===== src/rtl/rfd_pkg.sv =====
// ----------------------------------------------------------------------------
// rfd_pkg
// Shared types, codes and the byte-wide CRC-32 step for the record decoder.
// ----------------------------------------------------------------------------
package rfd_pkg;

  localparam int MIN_RECORD   = 27;
  localparam int HEADER_BYTES = 23;
  localparam int COUNT_OFFSET = 21;
  localparam logic [31:0] SIGNATURE = 32'h3152_4651;  // "QFR1", first byte lowest
  localparam logic [31:0] CRC_POLY  = 32'hEDB8_8320;

  // configuration register indexes
  localparam logic [1:0] REG_MAX_COLUMNS = 2'd0;
  localparam logic [1:0] REG_MAX_STRING  = 2'd1;
  localparam logic [1:0] REG_MAX_RECORD  = 2'd2;

  // value types
  localparam logic [2:0] TY_NULL = 3'd0;
  localparam logic [2:0] TY_INT  = 3'd1;
  localparam logic [2:0] TY_REAL = 3'd2;
  localparam logic [2:0] TY_BOOL = 3'd3;
  localparam logic [2:0] TY_TEXT = 3'd4;
  localparam logic [2:0] TY_BLOB = 3'd5;

  // summary status
  localparam logic [2:0] ST_OK        = 3'd0;
  localparam logic [2:0] ST_TRUNCATED = 3'd1;
  localparam logic [2:0] ST_SIGNATURE = 3'd2;
  localparam logic [2:0] ST_CHECKSUM  = 3'd3;
  localparam logic [2:0] ST_LIMIT     = 3'd4;
  localparam logic [2:0] ST_TYPE      = 3'd5;
  localparam logic [2:0] ST_TRAILING  = 3'd6;

  typedef struct packed {
    logic [15:0] col_limit;
    logic [31:0] text_limit;
    logic [31:0] rec_limit;
  } cfg_t;

  // first member lands in the highest bits; tdata packing is done in the top
  typedef struct packed {
    logic        result_kind;
    logic [2:0]  value_type;
    logic [63:0] value_bits;
    logic [31:0] value_length;
    logic [31:0] value_offset;
    logic [63:0] row_ident;
    logic [63:0] generation_number;
    logic        deleted_flag;
    logic [15:0] column_count;
    logic [2:0]  status;
    logic [31:0] error_offset;
  } out_item_t;

  function automatic logic [31:0] crc_byte(input logic [31:0] crc, input logic [7:0] b);
    logic [31:0] c;
    c = crc ^ {24'd0, b};
    for (int i = 0; i < 8; i++) begin
      c = c[0] ? ((c >> 1) ^ CRC_POLY) : (c >> 1);
    end
    return c;
  endfunction

endpackage


===== src/rtl/record_frame_decoder.sv =====
// ----------------------------------------------------------------------------
// record_frame_decoder
// Streaming decoder of one QFR1 record: values, header and checked summary.
// ----------------------------------------------------------------------------
// Takes one record byte per cycle with no gaps of its own; each accepted byte
// is checksummed and parsed in the same cycle it leaves a four-byte delay line,
// so the trailing CRC is never parsed. Results enter a four-entry queue and are
// offered the cycle after they are pushed: a decoded value once the input byte
// that pushes its last payload byte out of the delay line is accepted (four
// bytes later), and the record summary (tlast) once the last record byte is
// accepted. Input is held off only while the queue has fewer than two free
// entries, so a sink that takes a result every cycle sees one byte per cycle
// sustained. Values are provisional; only the summary status is final.
module record_frame_decoder #(
  parameter int OFFSET_WIDTH = 32
) (
  input  logic         clk,
  input  logic         rst_n,
  input  logic         cfg_we,
  input  logic [1:0]   cfg_addr,
  input  logic [31:0]  cfg_wdata,
  input  logic         in_tvalid,
  output logic         in_tready,
  input  logic [7:0]   in_tdata,   // data_byte
  input  logic         in_tlast,   // end_of_record
  output logic         out_tvalid,
  input  logic         out_tready,
  // value_type, value_bits, value_length, value_offset, row_ident,
  // generation_number, deleted_flag, column_count, status, error_offset, pad
  output logic [311:0] out_tdata,
  output logic         out_tlast   // result_kind
);

  rfd_pkg::cfg_t      cfg_r;
  rfd_pkg::out_item_t item0, item1, head;
  logic [1:0]         push_n;
  logic               in_acc;

  always_ff @(posedge clk) begin
    if (!rst_n) begin
      cfg_r.col_limit  <= 16'd64;
      cfg_r.text_limit <= 32'd65536;
      cfg_r.rec_limit  <= 32'd1048576;
    end else if (cfg_we) begin
      case (cfg_addr)
        rfd_pkg::REG_MAX_COLUMNS: cfg_r.col_limit  <= cfg_wdata[15:0];
        rfd_pkg::REG_MAX_STRING:  cfg_r.text_limit <= cfg_wdata;
        rfd_pkg::REG_MAX_RECORD:  cfg_r.rec_limit  <= cfg_wdata;
        default: ;
      endcase
    end
  end

  assign in_acc = in_tvalid && in_tready;

  rfd_parser #(.OFFSET_WIDTH(OFFSET_WIDTH)) u_parser (
    .clk     (clk),
    .rst_n   (rst_n),
    .cfg     (cfg_r),
    .in_acc  (in_acc),
    .in_byte (in_tdata),
    .in_last (in_tlast),
    .push_n  (push_n),
    .item0   (item0),
    .item1   (item1)
  );

  rfd_out_queue u_queue (
    .clk       (clk),
    .rst_n     (rst_n),
    .push_n    (push_n),
    .item0     (item0),
    .item1     (item1),
    .room      (in_tready),
    .out_valid (out_tvalid),
    .out_ready (out_tready),
    .out_item  (head)
  );

  assign out_tlast = head.result_kind;
  assign out_tdata = {1'b0, head.error_offset, head.status, head.column_count,
                      head.deleted_flag, head.generation_number, head.row_ident,
                      head.value_offset, head.value_length, head.value_bits,
                      head.value_type};

endmodule


===== src/rtl/rfd_parser.sv =====
// ----------------------------------------------------------------------------
// rfd_parser
// Per-byte record state: delay line, CRC, header capture, value parse, summary.
// ----------------------------------------------------------------------------
module rfd_parser #(
  parameter int OFFSET_WIDTH = 32
) (
  input  logic                clk,
  input  logic                rst_n,
  input  rfd_pkg::cfg_t       cfg,
  input  logic                in_acc,
  input  logic [7:0]          in_byte,
  input  logic                in_last,
  output logic [1:0]          push_n,
  output rfd_pkg::out_item_t  item0,
  output rfd_pkg::out_item_t  item1
);

  localparam int OW = OFFSET_WIDTH;
  localparam int SW = OW + 1;
  localparam logic [OW-1:0] POS_MAX = {OW{1'b1}};

  typedef enum logic [2:0] {
    PH_HEADER, PH_TAG, PH_NUM, PH_BOOL, PH_LEN, PH_SKIP, PH_DONE, PH_HALT
  } phase_t;

  logic [OW-1:0] pos_r, pos_nxt;
  logic          ovf_r, ovf_nxt;
  logic [31:0]   crc_r, crc_nxt;
  logic [7:0]    td_r [4];
  logic [7:0]    td_nxt [4];
  phase_t        phase_r, phase_nxt;
  logic          sig_ok_r, sig_ok_nxt;
  logic [63:0]   row_r, row_nxt, gen_r, gen_nxt;
  logic          del_r, del_nxt;
  logic [15:0]   cnt_r, cnt_nxt;
  logic [2:0]    type_r, type_nxt;
  logic [63:0]   acc_r, acc_nxt;
  logic [31:0]   left_r, left_nxt;
  logic [15:0]   cols_r, cols_nxt;
  logic          err_v_r, err_v_nxt;
  logic [2:0]    err_code_r, err_code_nxt;
  logic [OW-1:0] err_off_r, err_off_nxt;
  logic [OW-1:0] vstart_r, vstart_nxt;
  logic          colover_r, colover_nxt;

  logic [OW-1:0] p;
  logic [7:0]    b;
  logic [SW-1:0] size;
  logic [31:0]   stored, lim;
  logic          emit;
  rfd_pkg::out_item_t val, summ;

  function automatic logic [31:0] to32(input logic [OW-1:0] v);
    logic [63:0] t;
    t = 64'(v);
    return t[31:0];
  endfunction

  always_comb begin
    pos_nxt = pos_r;  ovf_nxt = ovf_r;  crc_nxt = crc_r;
    td_nxt = td_r;    phase_nxt = phase_r;  sig_ok_nxt = sig_ok_r;
    row_nxt = row_r;  gen_nxt = gen_r;  del_nxt = del_r;  cnt_nxt = cnt_r;
    type_nxt = type_r;  acc_nxt = acc_r;  left_nxt = left_r;  cols_nxt = cols_r;
    err_v_nxt = err_v_r;  err_code_nxt = err_code_r;  err_off_nxt = err_off_r;
    vstart_nxt = vstart_r;  colover_nxt = colover_r;
    p = pos_r - OW'(4);
    b = td_r[0];
    size = SW'(pos_r) + SW'(1);
    stored = {in_byte, td_r[3], td_r[2], td_r[1]};
    lim = '0;
    emit = 1'b0;
    val = '0;
    summ = '0;
    push_n = 2'd0;
    item0 = '0;
    item1 = '0;

    if (in_acc) begin
      if (pos_r >= OW'(4)) begin
        crc_nxt = rfd_pkg::crc_byte(crc_r, b);
        case (phase_r)
          PH_HEADER: begin
            if (p < OW'(4)) begin
              if (b != rfd_pkg::SIGNATURE[8*p[1:0] +: 8]) sig_ok_nxt = 1'b0;
            end else if (p < OW'(12)) begin
              row_nxt[8*(3'(p - OW'(4))) +: 8] = b;
            end else if (p < OW'(20)) begin
              gen_nxt[8*(3'(p - OW'(12))) +: 8] = b;
            end else if (p == OW'(20)) begin
              del_nxt = (b != 8'd0);
            end else if (p == OW'(rfd_pkg::COUNT_OFFSET)) begin
              cnt_nxt[7:0] = b;
            end else begin
              cnt_nxt[15:8] = b;
              cols_nxt = cnt_nxt;
              colover_nxt = cnt_nxt > cfg.col_limit;
              if (!sig_ok_r || colover_nxt) phase_nxt = PH_HALT;
              else phase_nxt = (cnt_nxt == 16'd0) ? PH_DONE : PH_TAG;
            end
          end
          PH_TAG: begin
            cols_nxt = cols_r - 16'd1;
            type_nxt = b[2:0];
            vstart_nxt = p + OW'(1);
            acc_nxt = '0;
            if (b == 8'd0) begin
              emit = 1'b1;
              val.value_type = rfd_pkg::TY_NULL;
              val.value_offset = to32(vstart_nxt);
              phase_nxt = (cols_nxt == 16'd0) ? PH_DONE : PH_TAG;
            end else if (b == 8'd1 || b == 8'd2) begin
              left_nxt = 32'd8;
              phase_nxt = PH_NUM;
            end else if (b == 8'd3) begin
              phase_nxt = PH_BOOL;
            end else if (b == 8'd4 || b == 8'd5) begin
              left_nxt = 32'd4;
              phase_nxt = PH_LEN;
            end else begin
              if (!err_v_r) begin
                err_v_nxt = 1'b1; err_code_nxt = rfd_pkg::ST_TYPE; err_off_nxt = p;
              end
              phase_nxt = PH_HALT;
            end
          end
          PH_NUM: begin
            acc_nxt[8*(3'(4'd8 - left_r[3:0])) +: 8] = b;
            left_nxt = left_r - 32'd1;
            if (left_nxt == 32'd0) begin
              if (type_r == rfd_pkg::TY_REAL && acc_nxt[62:52] == 11'h7FF) begin
                if (!err_v_r) begin
                  err_v_nxt = 1'b1; err_code_nxt = rfd_pkg::ST_TYPE;
                  err_off_nxt = vstart_r;
                end
                phase_nxt = PH_HALT;
              end else begin
                emit = 1'b1;
                val.value_type = type_r;
                val.value_bits = acc_nxt;
                val.value_offset = to32(vstart_r);
                phase_nxt = (cols_r == 16'd0) ? PH_DONE : PH_TAG;
              end
            end
          end
          PH_BOOL: begin
            if (b > 8'd1) begin
              if (!err_v_r) begin
                err_v_nxt = 1'b1; err_code_nxt = rfd_pkg::ST_TYPE; err_off_nxt = p;
              end
              phase_nxt = PH_HALT;
            end else begin
              emit = 1'b1;
              val.value_type = rfd_pkg::TY_BOOL;
              val.value_bits = {56'd0, b};
              val.value_offset = to32(p);
              phase_nxt = (cols_r == 16'd0) ? PH_DONE : PH_TAG;
            end
          end
          PH_LEN: begin
            acc_nxt[8*(2'(3'd4 - left_r[2:0])) +: 8] = b;
            left_nxt = left_r - 32'd1;
            if (left_nxt == 32'd0) begin
              lim = (type_r == rfd_pkg::TY_TEXT) ? cfg.text_limit
                                                 : cfg.rec_limit;
              vstart_nxt = p + OW'(1);
              if (acc_nxt[31:0] > lim) begin
                if (!err_v_r) begin
                  err_v_nxt = 1'b1; err_code_nxt = rfd_pkg::ST_LIMIT;
                  err_off_nxt = vstart_nxt;
                end
                phase_nxt = PH_HALT;
              end else begin
                left_nxt = acc_nxt[31:0];
                if (left_nxt != 32'd0) begin
                  phase_nxt = PH_SKIP;
                end else begin
                  emit = 1'b1;
                  val.value_type = type_r;
                  val.value_offset = to32(vstart_nxt);
                  phase_nxt = (cols_r == 16'd0) ? PH_DONE : PH_TAG;
                end
              end
            end
          end
          PH_SKIP: begin
            left_nxt = left_r - 32'd1;
            if (left_nxt == 32'd0) begin
              emit = 1'b1;
              val.value_type = type_r;
              val.value_length = acc_r[31:0];
              val.value_offset = to32(vstart_r);
              phase_nxt = (cols_r == 16'd0) ? PH_DONE : PH_TAG;
            end
          end
          PH_DONE: begin
            if (!err_v_r) begin
              err_v_nxt = 1'b1; err_code_nxt = rfd_pkg::ST_TRAILING; err_off_nxt = p;
            end
            phase_nxt = PH_HALT;
          end
          default: ;
        endcase
      end

      td_nxt[0] = td_r[1];
      td_nxt[1] = td_r[2];
      td_nxt[2] = td_r[3];
      td_nxt[3] = in_byte;
      if (pos_r == POS_MAX) ovf_nxt = 1'b1;
      else pos_nxt = pos_r + OW'(1);

      val.result_kind = 1'b0;
      val.row_ident = row_nxt;
      val.generation_number = gen_nxt;
      val.deleted_flag = del_nxt;
      val.column_count = cnt_nxt;

      if (in_last) begin
        summ.result_kind = 1'b1;
        summ.row_ident = row_nxt;
        summ.generation_number = gen_nxt;
        summ.deleted_flag = del_nxt;
        summ.column_count = cnt_nxt;
        if (!ovf_nxt && size < SW'(rfd_pkg::MIN_RECORD)) begin
          summ.status = rfd_pkg::ST_TRUNCATED;
        end else if (ovf_nxt || 65'(size) > 65'(cfg.rec_limit) || !sig_ok_nxt) begin
          summ.status = rfd_pkg::ST_SIGNATURE;
        end else if (~crc_nxt != stored) begin
          summ.status = rfd_pkg::ST_CHECKSUM;
          summ.error_offset = to32(OW'(size - SW'(4)));
        end else if (colover_nxt) begin
          summ.status = rfd_pkg::ST_LIMIT;
          summ.error_offset = 32'(rfd_pkg::COUNT_OFFSET);
        end else if (err_v_nxt) begin
          summ.status = err_code_nxt;
          summ.error_offset = to32(err_off_nxt);
        end else begin
          // record ended inside a value or short of its declared values; else OK
          case (phase_nxt)
            PH_TAG: begin
              summ.status = rfd_pkg::ST_TRUNCATED;
              summ.error_offset = to32(OW'(size - SW'(4)));
            end
            PH_NUM, PH_LEN: begin
              summ.status = rfd_pkg::ST_TRUNCATED;
              summ.error_offset = to32(vstart_nxt);
            end
            PH_BOOL: begin
              summ.status = rfd_pkg::ST_TYPE;
              summ.error_offset = to32(OW'(size - SW'(4)));
            end
            PH_SKIP: begin
              summ.status = rfd_pkg::ST_LIMIT;
              summ.error_offset = to32(vstart_nxt);
            end
            default: summ.status = rfd_pkg::ST_OK;
          endcase
        end

        pos_nxt = '0;  ovf_nxt = 1'b0;  crc_nxt = '1;
        td_nxt = '{default: 8'd0};
        phase_nxt = PH_HEADER;  sig_ok_nxt = 1'b1;
        row_nxt = '0;  gen_nxt = '0;  del_nxt = 1'b0;  cnt_nxt = '0;
        type_nxt = '0;  acc_nxt = '0;  left_nxt = '0;  cols_nxt = '0;
        err_v_nxt = 1'b0;  err_code_nxt = '0;  err_off_nxt = '0;
        vstart_nxt = '0;  colover_nxt = 1'b0;
      end

      if (emit) begin
        item0 = val;
        item1 = summ;
        push_n = in_last ? 2'd2 : 2'd1;
      end else if (in_last) begin
        item0 = summ;
        push_n = 2'd1;
      end
    end
  end

  always_ff @(posedge clk) begin
    if (!rst_n) begin
      pos_r <= '0;  ovf_r <= 1'b0;  crc_r <= '1;
      td_r <= '{default: 8'd0};
      phase_r <= PH_HEADER;  sig_ok_r <= 1'b1;
      row_r <= '0;  gen_r <= '0;  del_r <= 1'b0;  cnt_r <= '0;
      type_r <= '0;  acc_r <= '0;  left_r <= '0;  cols_r <= '0;
      err_v_r <= 1'b0;  err_code_r <= '0;  err_off_r <= '0;
      vstart_r <= '0;  colover_r <= 1'b0;
    end else begin
      pos_r <= pos_nxt;  ovf_r <= ovf_nxt;  crc_r <= crc_nxt;
      td_r <= td_nxt;
      phase_r <= phase_nxt;  sig_ok_r <= sig_ok_nxt;
      row_r <= row_nxt;  gen_r <= gen_nxt;  del_r <= del_nxt;  cnt_r <= cnt_nxt;
      type_r <= type_nxt;  acc_r <= acc_nxt;  left_r <= left_nxt;  cols_r <= cols_nxt;
      err_v_r <= err_v_nxt;  err_code_r <= err_code_nxt;  err_off_r <= err_off_nxt;
      vstart_r <= vstart_nxt;  colover_r <= colover_nxt;
    end
  end

  a_summary_needs_last: assert property (@(posedge clk) disable iff (!rst_n)
    (push_n == 2'd2) |-> (in_acc && in_last))
    else $error("two results without end of record");

  a_restart_after_last: assert property (@(posedge clk) disable iff (!rst_n)
    (in_acc && in_last) |=> (pos_r == '0 && phase_r == PH_HEADER && !err_v_r))
    else $error("record state not cleared after summary");

  a_error_sticky: assert property (@(posedge clk) disable iff (!rst_n)
    ($past(err_v_r) && err_v_r) |-> $stable(err_off_r))
    else $error("first error overwritten");

endmodule


===== src/rtl/rfd_out_queue.sv =====
// ----------------------------------------------------------------------------
// rfd_out_queue
// Four-entry result queue; takes up to two results a cycle, gives one while out_ready is high.
// ----------------------------------------------------------------------------
module rfd_out_queue (
  input  logic               clk,
  input  logic               rst_n,
  input  logic [1:0]         push_n,
  input  rfd_pkg::out_item_t item0,
  input  rfd_pkg::out_item_t item1,
  output logic               room,
  output logic               out_valid,
  input  logic               out_ready,
  output rfd_pkg::out_item_t out_item
);

  rfd_pkg::out_item_t q_r [4];
  logic [1:0] wr_r, wr_nxt, rd_r, rd_nxt;
  logic [2:0] count_r, count_nxt;
  logic       pop;

  assign room      = (count_r <= 3'd2);
  assign out_valid = (count_r != 3'd0);
  assign out_item  = q_r[rd_r];
  assign pop       = out_valid && out_ready;

  always_comb begin
    wr_nxt    = wr_r + push_n;
    rd_nxt    = rd_r + 2'(pop);
    count_nxt = count_r + 3'(push_n) - 3'(pop);
  end

  always_ff @(posedge clk) begin
    if (push_n != 2'd0) q_r[wr_r] <= item0;
    if (push_n == 2'd2) q_r[wr_r + 2'd1] <= item1;
  end

  always_ff @(posedge clk) begin
    if (!rst_n) begin
      wr_r <= '0;  rd_r <= '0;  count_r <= '0;
    end else begin
      wr_r <= wr_nxt;  rd_r <= rd_nxt;  count_r <= count_nxt;
    end
  end

  a_no_overfill: assert property (@(posedge clk) disable iff (!rst_n)
    (push_n != 2'd0) |-> room)
    else $error("push into full result queue");

  a_count_bound: assert property (@(posedge clk) disable iff (!rst_n)
    count_r <= 3'd4)
    else $error("queue count out of range");

  a_ptr_gap: assert property (@(posedge clk) disable iff (!rst_n)
    (count_r != 3'd4) |-> (2'(wr_r - rd_r) == count_r[1:0]))
    else $error("queue pointers disagree with count");

endmodule


===== config.mk =====
export PLATFORM = sky130hd
export DESIGN_NAME = record_frame_decoder
export DESIGN_NICKNAME = d
export VERILOG_FILES = /design/src/rtl/rfd_pkg.sv /design/src/rtl/record_frame_decoder.sv /design/src/rtl/rfd_parser.sv /design/src/rtl/rfd_out_queue.sv
export SDC_FILE = /design/constraint.sdc
export NUM_CORES = 2
export LEC_CHECK = 0
export ABC_AREA = 1
export BUFFER_PORTS_ARGS = -buffer_cell sky130_fd_sc_hd__buf_2
export CORE_ASPECT_RATIO = 1.75
export CORE_MARGIN = 4
export CORE_UTILIZATION = 35
export CTS_BUF_LIST = sky130_fd_sc_hd__clkbuf_8
export CTS_CLUSTER_SIZE = 30
export DETAILED_ROUTE_END_ITERATION = 16
export MAX_ROUTING_LAYER = met4
export PLACE_DENSITY = 0.61
export SLEW_MARGIN = 0
export SYNTH_ARGS = -nofsm -noshare
export SYNTH_HDL_FRONTEND = slang
export SYNTH_SLANG_ARGS = --single-unit

===== constraint.sdc =====
create_clock -name clk -period 11.5 [get_ports clk]
set_clock_uncertainty 0.2 [all_clocks]
set_input_delay 0.575 -clock clk [delete_from_list [all_inputs] [get_ports clk]]
set_output_delay 0.575 -clock clk [all_outputs]
set_load 0.02 [all_outputs]

### Word level (Yosys, flattened, before mapping)

Memories as Yosys holds them, arrays and structs flattened. A register that Yosys moved wholly into a read port is not among the register bits.
Cells that the tools add are included.

| storage, ports and cells | value |
|---|---|
| word-level logic and storage cells | 368 |
| memories | 1 |
| output and inout port bits | 315 |
| bits in registers | 517 |
| input bits | 48 |
| memory bits (writable) | 1,248 |

| cells by class | value |
|---|---|
| equal/unequal tests | 36 |
| add/subtract/negate cells | 20 |
| $lt $le $gt $ge | 10 |
| muxes and demuxes | 214 |
| bitwise operators | 10 |
| shift-type cells | 9 |
| reductions and logical operators | 40 |

Memories:

| name | depth | bits a word | rd ports | clocked after memory_dff | wr ports | line | RTL |
|---|---|---|---|---|---|---|---|
| u_queue.q_r | 4 | 312 | 1 | 1 | 2 | rfd_out_queue.sv:17 | `rfd_pkg::out_item_t q_r [4];` |

Operators with widths:

| operator | number |
|---|---|
| $mux W32 | 50 |
| $mux W312 | 5 |
| $mux W64 | 14 |
| $pmux W32 S5 | 2 |
| $bwmux W64 | 4 |
| $shift A8 B34 Y64 const A | 4 |
| $shiftx A8 B34 Y64 | 4 |
| $mux W16 | 14 |
| $pmux W64 S3 | 1 |
| $mux W180 | 1 |
| $mux W3 | 45 |
| $mux W67 | 2 |
| $mux W131 | 1 |
| $pmux W32 S2 | 2 |
| $pmux W64 S2 | 1 |
| $not A13 Y14 | 8 |
| $mux W35 | 3 |
| $neg A6 Y34 | 3 |
| $pmux W32 S3 | 1 |
| $mux W66 | 1 |
| $add A32 B1 Y32 const B | 2 |
| $eq A32 B5 Y1 const B | 2 |
| $sub A32 B3 Y32 const B | 2 |
| $mux W1 | 53 |
| 68 further kinds | 114 |

### Logic depth before layout (Yosys ltp)

| depth | value |
|---|---|
| depth in word-level cells | 28 |
| mapped depth | 38 |
| mapped depth without buffers | 33 |

### Cells and area by module

Synthesis repeated with hierarchy kept, for this count alone.

| unflattened totals | value |
|---|---|
| cell total of the unflattened synthesis | 13,600 |
| area, all modules | 102,390.7 um^2 |

By module, submodules not included:

| module | cells an instance | area an instance (um^2) | sequential area each (um^2) | instances |
|---|---|---|---|---|
| rfd_out_queue | 6,166 | 59,547.1 | 37,616.1 | 1 |
| rfd_parser | 6,922 | 39,532.9 | 8,608.3 | 1 |
| record_frame_decoder | 512 | 3,310.7 | 1,601.5 | 1 |

### Worst setup path before layout

No wires, ideal clock.

| path | value |
|---|---|
| path type | register to register |
| start | register u_parser.left_r[0] |
| end | memory u_queue.q_r[0][0] in the netlist's numbering, enable pin |
| cell stages (with the launch flop) | 38 |
| required time | 9.843 ns |
| buffers on the path | 7 |
| clock period less this slack | 10.144 ns |
| library setup time | 1.457 ns |
| slack | 1.356 ns |
| arrival time | 8.487 ns |
| cell sequence | dfxtp_1 -> inv_1 -> buf_2 -> buf_2 -> ha_1 -> buf_2 -> nand2_1 -> inv_1 -> nand2_1 -> nor2_1 -> a21oi_1 -> inv_1 -> ha_1 -> nand2_1 -> inv_1 -> o21ai_0 -> a21oi_1 -> or2_2 -> (+2 left out) -> nand2_1 -> nand2_1 -> nor2_1 -> o21ai_1 -> nand3_1 -> nand2_2 -> inv_1 -> ha_1 -> inv_1 -> nor2_1 -> nor2_1 -> nor3_1 -> inv_1 -> clkbuf_1 -> clkbuf_1 -> clkbuf_1 -> clkbuf_1 -> nand2_1 |

RTL lines:

| item | line | RTL |
|---|---|---|
| start, declared | rfd_parser.sv:39 | `logic [31:0] left_r, left_nxt;` |
| start signal, assigned | rfd_parser.sv:295 | `type_r <= type_nxt; acc_r <= acc_nxt; left_r <= left_nxt; cols_r <= cols_nxt;` |
| end, declared | rfd_out_queue.sv:17 |  |

==> reports/metrics.csv <==
stage,metric,value,unit
outcome,status,completed,
clocking,cts_root_buf,clkbuf_8,
hold_path,hp-class,input pin to flop,
global_route,grt_pass1_vias,88200,
synthesis,async_flop_share,0,%
detailed_routing,drt_iter0_drc,10500,
cells_and_area,synthToLayoutAreaGrowth,11.5,%
detailed_routing,wl_per_cell,25.5,um
cells_and_area,final_layout_size_suffix_gt1_share,9.00,%
critical_path,critical_path_class,flop to flop,
synthesis,synth_cell_types,65,
detailed_routing,drt-total-wl,411,mm
clocking,cts_buffer_depth,4,
timing,timing.final.crit_share,79.8,%
detailed_routing,route.met3.wl,33.4,mm
pwr,p_switching,0.00642,W
floorplan,die_x,398,um
critical_path,arrival,9.55,ns
critical_path,worstPathMaxFanout,63,
synthesis,netlist_area,93400,um2
detailed_routing,wirelength_met1,149,mm
pwr,p_leak,37.2,nW
clocking,cts_made_buffers,283,
floorplan,ios,363,
synthesis,syn_nets,12600,
synthesis,syn_inst,12400,
critical_path,cp_slowest_stage_delay,1.11,ns
clocking,path_clk_slew,0.06,ns
critical_path,rr_worst_depth,30,
floorplan,die_area,275000,um2
global_route,antenna_found_initial,43,
cells_and_area,design_area,104000,um2
synthesis,yosysWarnings,0,
clocking,clkLatencyLatePin,0.99,ns
pwr,ir_drop,0.122,mV
pwr,p_clk_share,32.5,%
synthesis,synthTopCellsByArea,"edfxtp_1 (23%), dfxtp_1 (22%), nand2_1 (9.7%)",
timing,tightestPinTransition,1.43,ns
detailed_routing,dr.pass1.iters,9,
synthesis,yosysTopAreaCellShare,23.3,%
synthesis,ys_seq_elements,1765,
job,max-cap-violations,0,
critical_path,crit_top_cell,nand2_1,
pwr,p_seq_share,39.5,%
timing,slew-limit-headroom,3.45,%
timing,hold_viol_final,0,
timing,rsz0062_at_grt,false,
pwr,p_int,0.0106,W
critical_path,crit_slowest_cell,nor3_2,
detailed_routing,wl_met2,191,mm
synthesis,synth_edf_count,724,
timing,slew_violations,0,
cells_and_area,layout_commonest_cell,nand2_1,
place,place.gp.congestion,1.10,
clocking,cts_htree_levels,5,
clocking,cts_tree,built,
critical_path,worst_setup_path_start_kind,flop,
detailed_routing,top_layer_used,met4,
critical_path,required,11.88,ns
global_route,grt_overflow,0,
timing,setup_viol,0,
pwr,powerDensity,164,nW/um2
place,dpl-instance-area,97900,um2
place,hpwl,277,mm
synthesis,syn_area_per_cell,7.52,um2
pwr,swShare,37.7,%
place,numPortBuffers,361,
global_route,gr-usage-all-layers,29.3,%
cells_and_area,nets,12500,
synthesis,synth-seq-area-share,45.6,%
timing,timing.fmax,109,MHz
detailed_routing,vias,94500,
cells_and_area,fillers,28100,
clocking,cts_sinks,1765,
timing,timing.final.crit_period,9.17,ns
global_route,grt_pass1_wl,593,mm
global_route,grt_max_degree,197,
synthesis,synth.largest_area_cell,edfxtp_1,
detailed_routing,postRouteAntennaNets,0,
synthesis,synthFlopType,dfxtp_1,
floorplan,initial_utilization,35.2,%
critical_path,worst_setup_path_end_kind,flop,
cells_and_area,final_cell_mix,"nand2_1 (2409), o21ai_0 (1702), nor2_1 (1319)",
timing,tns,0,ns
floorplan,die_h,691,um
floorplan,placementRows,250,
detailed_routing,vias_per_cell,5.86,
floorplan,design.core.area,265000,um2
cells_and_area,multi_input_area,44900,um2
hold_path,min_path_cells,4,
detailed_routing,drc,0,
cells_and_area,ff_latch_area,42600,um2
pwr,comb_power_share,28.0,%
==> power groups by stage <==
stage | sequential [W] | combinational (W) | clock, W
4_1_cts | 0.00673 | 0.00479 | 0.00560
6_report | 0.00674 | 0.00477 | 0.00553
5_1_grt | 0.00675 | 0.00509 | 0.00584
3_3_place_gp | 0.00687 | 0.00476 | 0
3_5_place_dp | 0.00687 | 0.00477 | 0
2_1_floorplan | 0.00686 | 0.00283 | 0
==> critical path, delay by kind of cell, from the launching register on <==
family	cells	cell delay, ns
AO/OA/AOI/OAI	5	0.79
adder cells (fa/ha/maj)	3	1.19
buffers and inverters	7	2.19
flip-flops	1	0.66
AND/OR/NAND/NOR	15	3.64
==> state kept, by name, indices dropped and copies added, names as in the netlist, 8 cells and up <==
signal              count
u_parser.row_r         64
u_parser.vstart_r      32
cfg_r                  80
u_parser.acc_r         64
u_queue.q_r          1248
u_parser.cols_r        16
u_parser.left_r        32
u_parser.gen_r         64
u_parser.pos_r         32
u_parser.err_off_r     32
u_parser.crc_r         32
u_parser.stored        24
u_parser.cnt_r         16
u_parser.b              8
==> path summary, 6_finish.rpt <==
path | end | slack [ns] | startpoint
min reg2reg | u_parser.row_r[22] | 0.26 | u_parser.row_r[22]
max reg2reg | u_queue.q_r[2][42] | 2.33 | u_parser.left_r[0]
min | u_parser.stored[18] | 0.21 | in_tdata[2]
max | u_queue.q_r[2][42] | 2.33 | u_parser.left_r[0]
==> per-layer routing <==
layer | GRT usage (%) | vias to the layer above
met2 | 46.4 | 4791
met4 | 22.5 | 0
met5 | - | -
met3 | 4.51 | 1310
met1 | 33.1 | 45100
li1 | - | 43400
==> through the flow <==
| step | utilization [%] | setup WS, ns | instances | total power, W | hold WS, ns |
|---|---|---|---|---|---|
| final | 39.3 | 2.33 | 16100 | 0.0170 | 0.209 |
| after global routing | 39.2 | 1.69 | 16100 | 0.0177 | 0.208 |
| after CTS | 39.2 | 2.60 | 16100 | 0.0171 | 0.137 |
| after detailed placement | 36.9 | 2.68 | 15500 | 0.0116 | 0.248 |
| after global placement | 36.9 | 2.85 | 15500 | 0.0116 | 0.233 |
| after floorplan | - | 1.36 | 12400 | 0.00969 | 0.224 |
==> cell families after synthesis <==
group,Yosys count,share of synthesized area [%]
fa+ha+maj,106,1.43
flops,1765,45.6
xor+xnor,179,1.71
simple gates,5211,23.7
buf+inv,1589,6.57
other cells,1,0.00402
compound gates,3558,20.9
mux,5,0.0590
==> cell usage after synthesis, types with 14 or more instances <==
library cell,n
a211oi_1,31
nand2_1,2418
o22ai_1,969
a21oi_1,648
nand3_1,861
inv_1,598
dfxtp_1,1041
o21ai_1,45
a22oi_1,19
or2_2,28
nor2_2,26
nor3_1,92
xor2_1,130
nand3b_1,20
nand4_1,358
o21ai_0,1704
buf_2,68
buf_4,19
nand2_2,44
buf_1,38
o211ai_1,31
a31oi_1,22
nor2_1,1329
edfxtp_1,724
clkbuf_1,832
xnor2_1,47
ha_1,105
o21a_1,17
clkinv_1,14
nor4_1,19
inv_2,18
==> area by class of cell <==
class | instances | area share [%]
antenna | 33 | 0.0793
tap | 3528 | 4.24
clock inverter | 179 | 0.983
sequential | 1765 | 40.9
clock buffer | 327 | 4.32
timing repair buffer | 621 | 4.02
multi-input combinational | 9060 | 43.1
inverter | 631 | 2.36
==> repair_timing <==
item / CTS / global route
hold buffers: 63 / 0
resized for setup: 0 / 0
hold endpoints to repair: 95 / 0
buffers inserted: 0 / 0
setup endpoints to repair: 0 / 0
No activity file was read; power rests on OpenSTA's default activity.
